`config.mk`:
```
export PLATFORM = sky130hd
export DESIGN_NAME = pcg32_random_generator_core
export DESIGN_NICKNAME = d
export VERILOG_FILES = /design/src/rtl/core/pcg_pkg.sv /design/src/rtl/core/pcg_ctrl.sv /design/src/rtl/core/pcg_dp.sv /design/src/rtl/core/pcg32_random_generator_core.sv
export SDC_FILE = /design/constraint.sdc
export NUM_CORES = 2
export LEC_CHECK = 0
export BUFFER_PORTS_ARGS = -buffer_cell sky130_fd_sc_hd__buf_2
export CAP_MARGIN = 15
export CORE_MARGIN = 4
export CORE_UTILIZATION = 58
export CTS_CLUSTER_SIZE = 14
export DETAILED_ROUTE_END_ITERATION = 8
export HOLD_SLACK_MARGIN = 0.08
export PLACE_DENSITY = 0.78
export SLEW_MARGIN = 20
export SYNTH_ARGS = -nofsm -noshare
export SYNTH_HDL_FRONTEND = slang
export SYNTH_SLANG_ARGS = --single-unit
```
`constraint.sdc`:
```
create_clock -name clk -period 9.6 [get_ports clk]
set_input_delay 1.44 -clock clk [delete_from_list [all_inputs] [get_ports clk]]
set_output_delay 1.44 -clock clk [all_outputs]
set_load 0.005 [all_outputs]
```
`src/rtl/core/pcg_pkg.sv`:
```
package pcg_pkg;

  // Item commands
  localparam logic [1:0] CMD_URANGE = 2'd0;
  localparam logic [1:0] CMD_SRANGE = 2'd1;
  localparam logic [1:0] CMD_BYTES  = 2'd2;

  // Configuration register indexes
  localparam logic CFG_SEED_STATE = 1'b0;
  localparam logic CFG_SEED_SEQ   = 1'b1;

  // LCG multiplier
  localparam logic [63:0] PCG_MULT = 64'h5851_F42D_4C95_7F2D;

  typedef struct packed {
    logic [1:0]         command;
    logic [31:0]        bound;
    logic signed [31:0] range_min;
    logic signed [31:0] range_max;
    logic [6:0]         byte_count;
  } pcg_in_t;

  typedef struct packed {
    logic [31:0]        value;
    logic signed [31:0] signed_value;
    logic [7:0]         byte_value;
    logic               error;
    logic               last;
  } pcg_out_t;

  // Controller to datapath
  typedef struct packed {
    logic cfg_write;
    logic item_load;
    logic seed_init;
    logic seed_add;
    logic draw_start;
    logic div_thr_start;
    logic div_res_start;
    logic res_take_draw;
    logic word_load;
    logic byte_adv;
    logic load_out;
  } pcg_cmd_t;

  // Datapath to controller
  typedef struct packed {
    logic [1:0] cmd_code;
    logic       range_err;
    logic       b_zero;
    logic       burst_zero;
    logic       byte_last;
    logic       byte_wrap;
    logic       below_thr;
    logic       draw_done;
    logic       div_done;
    logic       out_free;
  } pcg_sts_t;

  // XSH-RR output permutation of the pre-advance state
  function automatic logic [31:0] xsh_rr(input logic [63:0] s);
    logic [63:0] mix;
    logic [31:0] xs;
    logic [4:0]  rot;
    logic [63:0] dbl;
    mix = ((s >> 18) ^ s) >> 27;
    xs  = mix[31:0];
    rot = s[63:59];
    dbl = {xs, xs} >> rot;
    return dbl[31:0];
  endfunction

endpackage

```
`src/rtl/core/pcg_ctrl.sv`:
```
module pcg_ctrl (
  input  logic              clk,
  input  logic              rst_n,
  input  logic              in_valid,
  output logic              in_ready,
  input  logic              cfg_valid,
  output logic              cfg_ready,
  input  pcg_pkg::pcg_sts_t sts,
  output pcg_pkg::pcg_cmd_t cmd
);

  localparam logic [4:0] S_IDLE      = 5'd0;
  localparam logic [4:0] S_SEED      = 5'd1;
  localparam logic [4:0] S_SEED_D1   = 5'd2;
  localparam logic [4:0] S_SEED_W1   = 5'd3;
  localparam logic [4:0] S_SEED_ADD  = 5'd4;
  localparam logic [4:0] S_SEED_D2   = 5'd5;
  localparam logic [4:0] S_SEED_W2   = 5'd6;
  localparam logic [4:0] S_DISPATCH  = 5'd7;
  localparam logic [4:0] S_RAW_DRAW  = 5'd8;
  localparam logic [4:0] S_RAW_WAIT  = 5'd9;
  localparam logic [4:0] S_THR_WAIT  = 5'd10;
  localparam logic [4:0] S_RNG_DRAW  = 5'd11;
  localparam logic [4:0] S_RNG_WAIT  = 5'd12;
  localparam logic [4:0] S_MOD_WAIT  = 5'd13;
  localparam logic [4:0] S_EMIT      = 5'd14;
  localparam logic [4:0] S_BYTE_DRAW = 5'd15;
  localparam logic [4:0] S_BYTE_WAIT = 5'd16;
  localparam logic [4:0] S_BYTE_EMIT = 5'd17;

  logic [4:0] state_r;
  logic [4:0] state_nxt;
  logic       idle;

  assign idle      = (state_r == S_IDLE);
  assign cfg_ready = idle;
  assign in_ready  = idle && !cfg_valid;

  always_comb begin
    state_nxt = state_r;
    cmd       = '0;
    unique case (state_r)
      S_IDLE: begin
        if (cfg_valid) begin
          cmd.cfg_write = 1'b1;
          state_nxt     = S_SEED;
        end else if (in_valid) begin
          cmd.item_load = 1'b1;
          state_nxt     = S_DISPATCH;
        end
      end
      S_SEED: begin
        cmd.seed_init = 1'b1;
        state_nxt     = S_SEED_D1;
      end
      S_SEED_D1: begin
        cmd.draw_start = 1'b1;
        state_nxt      = S_SEED_W1;
      end
      S_SEED_W1: begin
        if (sts.draw_done) state_nxt = S_SEED_ADD;
      end
      S_SEED_ADD: begin
        cmd.seed_add = 1'b1;
        state_nxt    = S_SEED_D2;
      end
      S_SEED_D2: begin
        cmd.draw_start = 1'b1;
        state_nxt      = S_SEED_W2;
      end
      S_SEED_W2: begin
        if (sts.draw_done) state_nxt = S_IDLE;
      end
      S_DISPATCH: begin
        priority if (sts.cmd_code == pcg_pkg::CMD_URANGE ||
                     sts.cmd_code == pcg_pkg::CMD_SRANGE) begin
          priority if (sts.range_err) begin
            state_nxt = S_EMIT;
          end else if (sts.b_zero) begin
            state_nxt = S_RAW_DRAW;
          end else begin
            cmd.div_thr_start = 1'b1;
            state_nxt         = S_THR_WAIT;
          end
        end else if (sts.cmd_code == pcg_pkg::CMD_BYTES) begin
          state_nxt = sts.burst_zero ? S_IDLE : S_BYTE_DRAW;
        end else begin
          state_nxt = S_IDLE;
        end
      end
      S_RAW_DRAW: begin
        cmd.draw_start = 1'b1;
        state_nxt      = S_RAW_WAIT;
      end
      S_RAW_WAIT: begin
        if (sts.draw_done) begin
          cmd.res_take_draw = 1'b1;
          state_nxt         = S_EMIT;
        end
      end
      S_THR_WAIT: begin
        if (sts.div_done) state_nxt = S_RNG_DRAW;
      end
      S_RNG_DRAW: begin
        cmd.draw_start = 1'b1;
        state_nxt      = S_RNG_WAIT;
      end
      S_RNG_WAIT: begin
        if (sts.draw_done) begin
          if (sts.below_thr) begin
            state_nxt = S_RNG_DRAW;
          end else begin
            cmd.div_res_start = 1'b1;
            state_nxt         = S_MOD_WAIT;
          end
        end
      end
      S_MOD_WAIT: begin
        if (sts.div_done) state_nxt = S_EMIT;
      end
      S_EMIT: begin
        if (sts.out_free) begin
          cmd.load_out = 1'b1;
          state_nxt    = S_IDLE;
        end
      end
      S_BYTE_DRAW: begin
        cmd.draw_start = 1'b1;
        state_nxt      = S_BYTE_WAIT;
      end
      S_BYTE_WAIT: begin
        if (sts.draw_done) begin
          cmd.word_load = 1'b1;
          state_nxt     = S_BYTE_EMIT;
        end
      end
      S_BYTE_EMIT: begin
        if (sts.out_free) begin
          cmd.load_out = 1'b1;
          cmd.byte_adv = 1'b1;
          priority if (sts.byte_last) state_nxt = S_IDLE;
          else if (sts.byte_wrap)     state_nxt = S_BYTE_DRAW;
          else                        state_nxt = S_BYTE_EMIT;
        end
      end
      default: state_nxt = S_IDLE;
    endcase
  end

  always_ff @(posedge clk) begin
    if (!rst_n) begin
      state_r <= S_SEED;
    end else begin
      state_r <= state_nxt;
    end
  end

endmodule

```
`src/rtl/core/pcg_dp.sv`:
```
module pcg_dp #(
  parameter int MAX_BURST = 64
) (
  input  logic              clk,
  input  logic              rst_n,
  input  pcg_pkg::pcg_in_t  in_data,
  input  logic              cfg_index,
  input  logic [63:0]       cfg_data,
  input  pcg_pkg::pcg_cmd_t cmd,
  output pcg_pkg::pcg_sts_t sts,
  input  logic              out_ready,
  output logic              out_valid,
  output pcg_pkg::pcg_out_t out_data
);

  localparam logic [6:0]  MaxCnt  = 7'(MAX_BURST);
  localparam logic [31:0] MultLo  = pcg_pkg::PCG_MULT[31:0];
  localparam logic [31:0] MultHi  = pcg_pkg::PCG_MULT[63:32];
  localparam logic [5:0]  DivBits = 6'd32;

  // Seed registers and generator state
  logic [63:0] seed_state_r;
  logic [62:0] seed_seq_r;
  logic [63:0] gen_state_r;
  logic [63:0] gen_inc_r;

  // Item context
  logic [1:0]  cmd_r;
  logic [31:0] b_r;
  logic [31:0] lo_r;
  logic        err_r;
  logic [6:0]  n_r;
  logic [6:0]  k_r;
  logic [31:0] word_r;
  logic [31:0] thr_r;
  logic [31:0] result_r;

  // Draw unit: one shared 32x32 multiplier, three partial products
  logic [2:0]  mstep_r;
  logic [63:0] prod_r;
  logic [63:0] acc_r;
  logic [31:0] draw_r;
  logic [31:0] mul_a;
  logic [31:0] mul_b;

  // Remainder unit: restoring, one bit per cycle
  logic [5:0]  dcnt_r;
  logic        div_thr_r;
  logic [31:0] num_r;
  logic [31:0] rem_r;
  logic [32:0] trial;
  logic [32:0] diff;
  logic [31:0] rem_nxt;

  logic        out_valid_r;
  pcg_pkg::pcg_out_t out_r;
  pcg_pkg::pcg_out_t out_nxt;

  logic [6:0]  cnt_sat;
  logic        item_srange;

  always_comb begin
    unique case (mstep_r)
      3'd1:    begin mul_a = gen_state_r[63:32]; mul_b = MultLo; end
      3'd2:    begin mul_a = gen_state_r[31:0];  mul_b = MultHi; end
      default: begin mul_a = gen_state_r[31:0];  mul_b = MultLo; end
    endcase
  end

  assign trial   = {rem_r, num_r[31]};
  assign diff    = trial - {1'b0, b_r};
  assign rem_nxt = diff[32] ? trial[31:0] : diff[31:0];

  assign cnt_sat     = (in_data.byte_count > MaxCnt) ? MaxCnt : in_data.byte_count;
  assign item_srange = (in_data.command == pcg_pkg::CMD_SRANGE);

  // Seeding, state advance
  always_ff @(posedge clk) begin
    if (!rst_n) begin
      seed_state_r <= '0;
      seed_seq_r   <= '0;
    end else if (cmd.cfg_write) begin
      unique case (cfg_index)
        pcg_pkg::CFG_SEED_STATE: seed_state_r <= cfg_data;
        pcg_pkg::CFG_SEED_SEQ:   seed_seq_r   <= cfg_data[62:0];
        default:                 seed_state_r <= seed_state_r;
      endcase
    end
  end

  always_ff @(posedge clk) begin
    if (cmd.seed_init) begin
      gen_state_r <= '0;
      gen_inc_r   <= {seed_seq_r, 1'b1};
    end else if (cmd.seed_add) begin
      gen_state_r <= gen_state_r + seed_state_r;
    end else if (mstep_r == 3'd4) begin
      gen_state_r <= acc_r + gen_inc_r;
    end
  end

  always_ff @(posedge clk) begin
    if (!rst_n) begin
      mstep_r <= '0;
    end else if (cmd.draw_start) begin
      mstep_r <= 3'd1;
    end else if (mstep_r == 3'd4) begin
      mstep_r <= '0;
    end else if (mstep_r != 3'd0) begin
      mstep_r <= mstep_r + 3'd1;
    end
  end

  always_ff @(posedge clk) begin
    if (cmd.draw_start) begin
      draw_r <= pcg_pkg::xsh_rr(gen_state_r);
    end
    if (cmd.draw_start || mstep_r == 3'd1 || mstep_r == 3'd2) begin
      prod_r <= 64'(mul_a) * 64'(mul_b);
    end
    unique case (mstep_r)
      3'd1:          acc_r <= prod_r;
      3'd2, 3'd3:    acc_r <= acc_r + {prod_r[31:0], 32'd0};
      default:       acc_r <= acc_r;
    endcase
  end

  // Remainder unit
  always_ff @(posedge clk) begin
    if (!rst_n) begin
      dcnt_r <= '0;
    end else if (cmd.div_thr_start || cmd.div_res_start) begin
      dcnt_r <= DivBits;
    end else if (dcnt_r != '0) begin
      dcnt_r <= dcnt_r - 6'd1;
    end
  end

  always_ff @(posedge clk) begin
    if (cmd.div_thr_start || cmd.div_res_start) begin
      num_r     <= cmd.div_thr_start ? (32'd0 - b_r) : draw_r;
      rem_r     <= '0;
      div_thr_r <= cmd.div_thr_start;
    end else if (dcnt_r != '0) begin
      num_r <= {num_r[30:0], 1'b0};
      rem_r <= rem_nxt;
    end
  end

  // Item context, threshold, result, burst word
  always_ff @(posedge clk) begin
    if (cmd.item_load) begin
      cmd_r <= in_data.command;
      lo_r  <= item_srange ? in_data.range_min : 32'd0;
      b_r   <= item_srange ? (in_data.range_max - in_data.range_min + 32'd1)
                           : in_data.bound;
      err_r <= item_srange && ($signed(in_data.range_max) < $signed(in_data.range_min));
      n_r   <= cnt_sat;
    end
    if (cmd.item_load) begin
      k_r <= '0;
    end else if (cmd.byte_adv) begin
      k_r <= k_r + 7'd1;
    end
    if (cmd.word_load) begin
      word_r <= draw_r;
    end else if (cmd.byte_adv) begin
      word_r <= word_r >> 8;
    end
    if (dcnt_r == 6'd1 && div_thr_r) begin
      thr_r <= rem_nxt;
    end
    if (dcnt_r == 6'd1 && !div_thr_r) begin
      result_r <= rem_nxt;
    end else if (cmd.res_take_draw) begin
      result_r <= draw_r;
    end
  end

  // Result assembly
  always_comb begin
    out_nxt      = '0;
    out_nxt.last = 1'b1;
    unique case (cmd_r)
      pcg_pkg::CMD_URANGE: out_nxt.value = result_r;
      pcg_pkg::CMD_SRANGE: begin
        if (err_r) out_nxt.error = 1'b1;
        else       out_nxt.signed_value = result_r + lo_r;
      end
      pcg_pkg::CMD_BYTES: begin
        out_nxt.byte_value = word_r[7:0];
        out_nxt.last       = sts.byte_last;
      end
      default: out_nxt.last = 1'b1;
    endcase
  end

  always_ff @(posedge clk) begin
    if (!rst_n) begin
      out_valid_r <= 1'b0;
    end else if (cmd.load_out) begin
      out_valid_r <= 1'b1;
    end else if (out_ready) begin
      out_valid_r <= 1'b0;
    end
  end

  always_ff @(posedge clk) begin
    if (cmd.load_out) out_r <= out_nxt;
  end

  assign out_valid = out_valid_r;
  assign out_data  = out_r;

  assign sts.cmd_code   = cmd_r;
  assign sts.range_err  = err_r;
  assign sts.b_zero     = (b_r == 32'd0);
  assign sts.burst_zero = (n_r == 7'd0);
  assign sts.byte_last  = (k_r == n_r - 7'd1);
  assign sts.byte_wrap  = (k_r[1:0] == 2'b11);
  assign sts.below_thr  = (draw_r < thr_r);
  assign sts.draw_done  = (mstep_r == 3'd4);
  assign sts.div_done   = (dcnt_r == 6'd1);
  assign sts.out_free   = !out_valid_r || out_ready;

endmodule

```
`src/rtl/core/pcg32_random_generator_core.sv`:
```
// PCG32 (XSH-RR) random generator with bounded-range, signed-range and byte-burst
// commands. After reset, and after every transfer on the cfg_ port, the block
// reseeds itself (state 0, step, add seed_state, step) and holds in_ready low
// meanwhile. For one draw the 64-bit state multiply runs as three partial
// products through a single shared 32x32 multiplier. A bounded draw also needs
// the rejection threshold (-bound mod bound) and the final remainder, each
// computed by a restoring remainder unit at one bit per cycle; a rejected draw
// is drawn again. A zero bound (or full signed span) returns a raw draw with no
// remainder pass, and an inverted signed range reports an error without a draw.
// A byte burst of n bytes draws one word per group of four bytes. Stalls on the
// result channel hold the block until the result register is free. Items are
// worked one at a time; the next item is taken while the last result of the
// previous one still waits in the output register.
module pcg32_random_generator_core #(
  parameter int MAX_BURST = 64
) (
  input  logic              clk,
  input  logic              rst_n,
  // item channel
  input  logic              in_valid,
  output logic              in_ready,
  input  pcg_pkg::pcg_in_t  in_data,
  // result channel
  output logic              out_valid,
  input  logic              out_ready,
  output pcg_pkg::pcg_out_t out_data,
  // seed register writes
  input  logic              cfg_valid,
  output logic              cfg_ready,
  input  logic              cfg_index,
  input  logic [63:0]       cfg_data
);

  pcg_pkg::pcg_cmd_t cmd;
  pcg_pkg::pcg_sts_t sts;

  // Sequence seeding, draws, remainder passes and result transfers
  pcg_ctrl u_ctrl (
    .clk       (clk),
    .rst_n     (rst_n),
    .in_valid  (in_valid),
    .in_ready  (in_ready),
    .cfg_valid (cfg_valid),
    .cfg_ready (cfg_ready),
    .sts       (sts),
    .cmd       (cmd)
  );

  // Hold seeds, generator state, multiplier, remainder unit and output register
  pcg_dp #(
    .MAX_BURST (MAX_BURST)
  ) u_dp (
    .clk       (clk),
    .rst_n     (rst_n),
    .in_data   (in_data),
    .cfg_index (cfg_index),
    .cfg_data  (cfg_data),
    .cmd       (cmd),
    .sts       (sts),
    .out_ready (out_ready),
    .out_valid (out_valid),
    .out_data  (out_data)
  );

endmodule

```
=== Word level (Yosys, flattened, before mapping) ===
Index checks and enable logic that the tools add are counted.

* Input bits: 175
* Register bits: 745
* Word-level logic and storage cells: 184

* Shift-type cells: 1
* Magnitude comparators: 3
* Reduce and logical (&&, ||, !) cells: 33
* $add $sub $neg: 12
* Multiplexer cells: 63
* Bitwise logic cells: 4
* $mul: 1
* Equal/unequal tests: 37

{| class="wikitable"
|+ Operators by type and width
! operator !! count
|-
| $mux 32 || 10
|-
| $add 64x64->64 || 3
|-
| $mux 64 || 2
|-
| $pmux 64 s2 || 1
|-
| $pmux 5 s18 || 1
|-
| $mux 5 || 16
|-
| $lt 32x32->1 || 2
|-
| $shr 64x5->32 || 1
|-
| $mul 32x31->63 || 1
|-
| $xor 46x59->59 || 1
|-
| $eq 5x4->1 const B || 8
|-
| $sub 33x32->33 || 1
|-
| $add 32x1->32 const B || 1
|-
| $add 32x32->32 || 1
|-
| $logic_not 32->1 || 1
|-
| $sub 1x32->32 const A || 1
|-
| $sub 32x32->32 || 1
|-
| $mux 29 || 1
|-
| $mux 1 || 24
|-
| $eq 5x3->1 const B || 4
|-
| $ne 2x2->1 const B || 9
|-
| $mux 6 || 2
|-
| $reduce_bool 2->1 || 6
|-
| $eq 5x2->1 const B || 2
|-
| other kinds (33) || 54
|}

=== Logic depth before layout (Yosys ltp) ===
* Depth after elaboration: 7
* Gate-level depth with buffers: 37

=== By module ===
A second synthesis with hierarchy kept.

* Cell total of the unflattened synthesis: 7420
* Area total of the unflattened synthesis: 69641.8 µm²

{| class="wikitable"
|+ By module, submodules not included
! module !! times used !! sequential area each (µm²) !! area an instance (µm²) !! cells an instance
|-
| pcg_dp || 1 || 19819.0 || 68863.5 || 7319
|-
| pcg_ctrl || 1 || 100.1 || 778.2 || 101
|}

=== Worst setup path before layout ===
Ideal clock, no wire load.

* Kind: register to register
* Start: register u_dp.mstep_r[1]
* End: register u_dp.prod_r[60], data pin
* Data required time: 9.326 ns
* Cell stages (with the launch flop): 33
* Arrival time: 9.556 ns
* Path slack: -0.230 ns
* Buffers on the path: 5
* Cell sequence: dfxtp_1 > inv_1 > ha_1 > nor2b_1 > clkbuf_1 > clkbuf_1 > clkbuf_1 > clkbuf_1 > mux2i_1 > inv_1 > fa_1 > inv_1 > fa_1 > fa_1 > fa_1 > inv_1 > fa_1 > fa_1 > fa_1 > fa_1 > ha_1 > clkbuf_1 > a21o_1 > a21o_1 > a21oi_1 > o21ai_0 > a31oi_1 > o211ai_1 > a31oi_1 > nor3_1 > a2111oi_1 > o41ai_1 > xor2_1

* Word-level cells in the longest chain between the ends: 3
* Elaborated cells between the ends (all ways): 5
* Classes of those cells: 1 x mul; 2 x eq/ne; 2 x mux

{| class="wikitable"
|+ Ends and longest elaborated chain
! what !! line !! source
|-
| start: declaration || pcg_dp.sv:39 || <nowiki>logic [2:0] mstep_r;</nowiki>
|-
| start signal: assignment || pcg_dp.sv:110 || <nowiki>mstep_r <= mstep_r + 3'd1;</nowiki>
|-
| $eq 3x1->1 / $eq 3x2->1 (equally long branches) || pcg_dp.sv:63 || <nowiki>unique case (mstep_r)</nowiki>
|-
| $mux 32 / $mux 29 (equally long branches) || pcg_dp.sv:63 ||
|-
| $mul 32x31->63 (*) || pcg_dp.sv:119 || <nowiki>prod_r <= 64'(mul_a) * 64'(mul_b);</nowiki>
|-
| end signal: assignment || pcg_dp.sv:119 ||
|-
| end: declaration || pcg_dp.sv:40 || <nowiki>logic [63:0] prod_r;</nowiki>
|}

Every way passes the cells marked *; elsewhere a longest branch is shown, timed or not.
A chain may end at the register's enable or synchronous reset.

=== Final worst setup path ===
* Start: register u_dp.mstep_r[1]
* End: register u_dp.prod_r[61], data pin

Same word-level chain as after synthesis.

==> run summary <==
Rows -> 125
R2R Setup Slk -> 0.35 ns
Critical path arrival -> 9.67 ns
Multi-input logic area -> 43,970 um^2
Fillers -> 9,700
Clock Latency Late Sink -> 0.69 ns
CP Launch Type -> register
CTS max path bufs -> 3
Most common cell after layout, fill and taps aside -> inv_1
Final #Nets -> 8,994
FFs w/ async S/R, synth -> 0%
Slowest cell on crit path -> fa_1
Vias in the first global route -> 55,072
Post-DR wirelength/cell -> 24.20 um
Final setup viols -> 0
#FFs+latches synth -> 744
Commonest non-fill, non-tap cells in the layout -> inv_1 (993), nand2_1 (826), ha_1 (738)
Hold Slack -> 0.4256 ns
Status -> complete, no violations
Main synth FF type -> edfxtp_1
Number of synthesized flops with an enable pin -> 499
Routability cong. -> 1.041
Post-route clock period utilization -> 96.30%
Count of unique library cells instantiated by Yosys -> 94
Post-synthesis cell count -> 7,277
CTS tree -> yes
Yosys Warn Count -> 0
Synth Cell Area -> 68,370 um^2
Starting Density -> 58.60%
Worst Hold Path Cells -> 0
Hold-fix buffers, CTS -> 0
Synth Area per Inst -> 9.395 um^2
Total wire length -> 220,800 um
Total I/O pin count -> 252
Fmax -> 108.2 MHz
TritonCTS buffer count -> 81
Drt pass-1 iters -> 7
Synthesis-to-finish area growth -> 9.405%
Initial drt markers -> 5,528
Share of cells above drive strength 1 -> 8.638%
Hold EP -> u_dp.gen_inc_r[45]
RSZ-0062 raised after global routing -> no
Final TNS setup -> 0 ns
Crit path kind -> reg2reg
RR Startpoint -> u_dp.mstep_r[1]
Die footprint -> 123,400 um^2
Hold path startpoint -> u_dp.seed_seq_r[44]
# H-tree levels -> 3
Final Max Slew Viols -> 0
Max cap viols -> 0
DRC Markers -> 0
Crit. End Element -> register
Minimum clock period -> 9.245 ns
CTS sink cnt -> 744
Worst-path clk slew -> 0.06 ns
Max incr delay on CP -> 0.53 ns
Global-route wire length before repair -> 330,400 um
Largest net degree at the start of global routing -> 79
Total track usage -> 35.52%
Register area share after synthesis -> 29.09%
Die X -> 351.3 um
Final hold viol count -> 0
Root Buffer -> clkbuf_16
Register area -> 19,890 um^2
Max_slew headroom -> 29.01%
Estimated wirelength of the detail-placed design -> 179,800 um
Drt via density -> 6.059
Die Span Y -> 351.3 um
Congestion Overflow GR -> 0
Initial antenna violation count -> 25
Hold WC Path Type -> reg2reg
Port Buffers -> 251
Clock Skew -> 0.03103 ns
Core area -> 116,700 um^2
Reg2reg path depth -> 33
Worst path required time -> 10.02 ns
Post-route ant nets -> 0
Worst Path Max Fanout -> 37
Worst reg2reg path endpoint -> u_dp.prod_r[61]
Slew @ Worst Pin -> 1.065 ns
Vias -> 55,291
[worst max-delay path, delay by kind of cell, from the launching register on]
family	cells	cell delay [ns]
flip-flops	1	0.34
adder cells (fa/ha/maj)	10	4.46
AO/OA/AOI/OAI	7	1.52
buffers and inverters	11	1.11
multiplexers	1	0.52
AND/OR/NAND/NOR	3	0.81
XOR/XNOR	1	0.16
[layer usage]
layer | vias to the layer above | global-route usage [%] | part of all wire [%]
met5 | - | 0 | 0.026
met3 | 608 | 6.643 | 8.1
met4 | 8 | 17.79 | 6.0
met2 | 2459 | 57.94 | 46
li1 | 25253 | - | -
met1 | 26963 | 45.53 | 40
[sequential cells by signal (all words and copies together) (netlist names), 63 cells and up]
name	cells
u_dp.acc_r	64
u_dp.gen_inc_r	63
u_dp.gen_state_r	64
u_dp.out_data	74
u_dp.prod_r	63
u_dp.seed_seq_r	63
u_dp.seed_state_r	64
[kinds of logic after synthesis]
group	after synthesis	share of synthesized area, %
xor gates and xnor gates	335	4.292
muxes	180	3.007
buffers and inverters	1267	6.980
adders and majority gates	1294	29.79
and+or+nand+nor	1896	12.45
DFF	744	29.09
other	2	0.01098
AOI/OAI and AO/OA	1559	14.38
[cell type report]
type                       count  area share (%)
antenna                        8         0.02676
clock buffer                  98           2.916
clock inverter                54          0.8548
inverter                    1004           5.050
multi-input combinational   5295           58.79
sequential                   744           26.59
tap                         1524           2.549
timing repair buffer         399           3.223
[worst max-delay path by stage]
stage / startpoint / endpoint / slack [ns] / cells past startpoint
floorplan: u_dp.mstep_r[1] / u_dp.prod_r[60] / 0.06 / 32
global placement: u_dp.mstep_r[1] / u_dp.prod_r[62] / 0.42 / 36
detailed placement: u_dp.mstep_r[1] / u_dp.prod_r[61] / 0.27 / 28
CTS: u_dp.mstep_r[1] / u_dp.prod_r[61] / 0.18 / 28
global route: u_dp.mstep_r[1] / u_dp.prod_r[61] / 0.02 / 33
finish: u_dp.mstep_r[1] / u_dp.prod_r[61] / 0.35 / 33
[synthesized netlist by cell type, types with 46 or more instances]
library cell  number  area share [%]
a31oi_1           55            0.50
nand2_1          828             4.5
edfxtp_1         499              22
nand4_1           75            0.69
nor3_1            84            0.61
a21oi_1          420             3.1
o21bai_1          62            0.68
nand2b_1          46            0.42
nor2_1           482             2.6
clkbuf_1         234             1.3
nand3_1           77            0.56
fa_1             556              16
xor2_1           111             1.4
o21ai_0          394             2.9
xnor2_1          224             2.9
and2_1            96            0.88
inv_1            994             5.5
mux2i_1          130             1.9
nor2b_1           59            0.54
dfxtp_1          245             7.2
a21o_1           154             1.7
a211oi_1          69            0.76
ha_1             738              14
a21boi_0         140             1.5
and3_1            47            0.43
[stage by stage]
| stage | setup slack (ns) | instance area [um^2] | instances | util, % |
|---|---|---|---|---|
| after floorplan | 0.06125 | 68480 | 7306 | - |
| after global placement | 0.4171 | 71890 | 8965 | 61.62 |
| after detailed placement | 0.2701 | 71910 | 8966 | 61.63 |
| after CTS | 0.1825 | 74730 | 9118 | 64.05 |
| after global routing | 0.02467 | 74780 | 9118 | 64.09 |
| final | 0.3549 | 74800 | 9126 | 64.11 |
[repair_timing]
| action | 4_1_cts | 5_1_grt |
|---|---|---|
| resized for setup | 0 | 8 |
| setup endpoints to repair | 0 | 5 |
| buffers inserted | 0 | 0 |
Power is not shown: default switching activity piles up to over one toggle a cycle in this logic, so the estimate is an artifact.
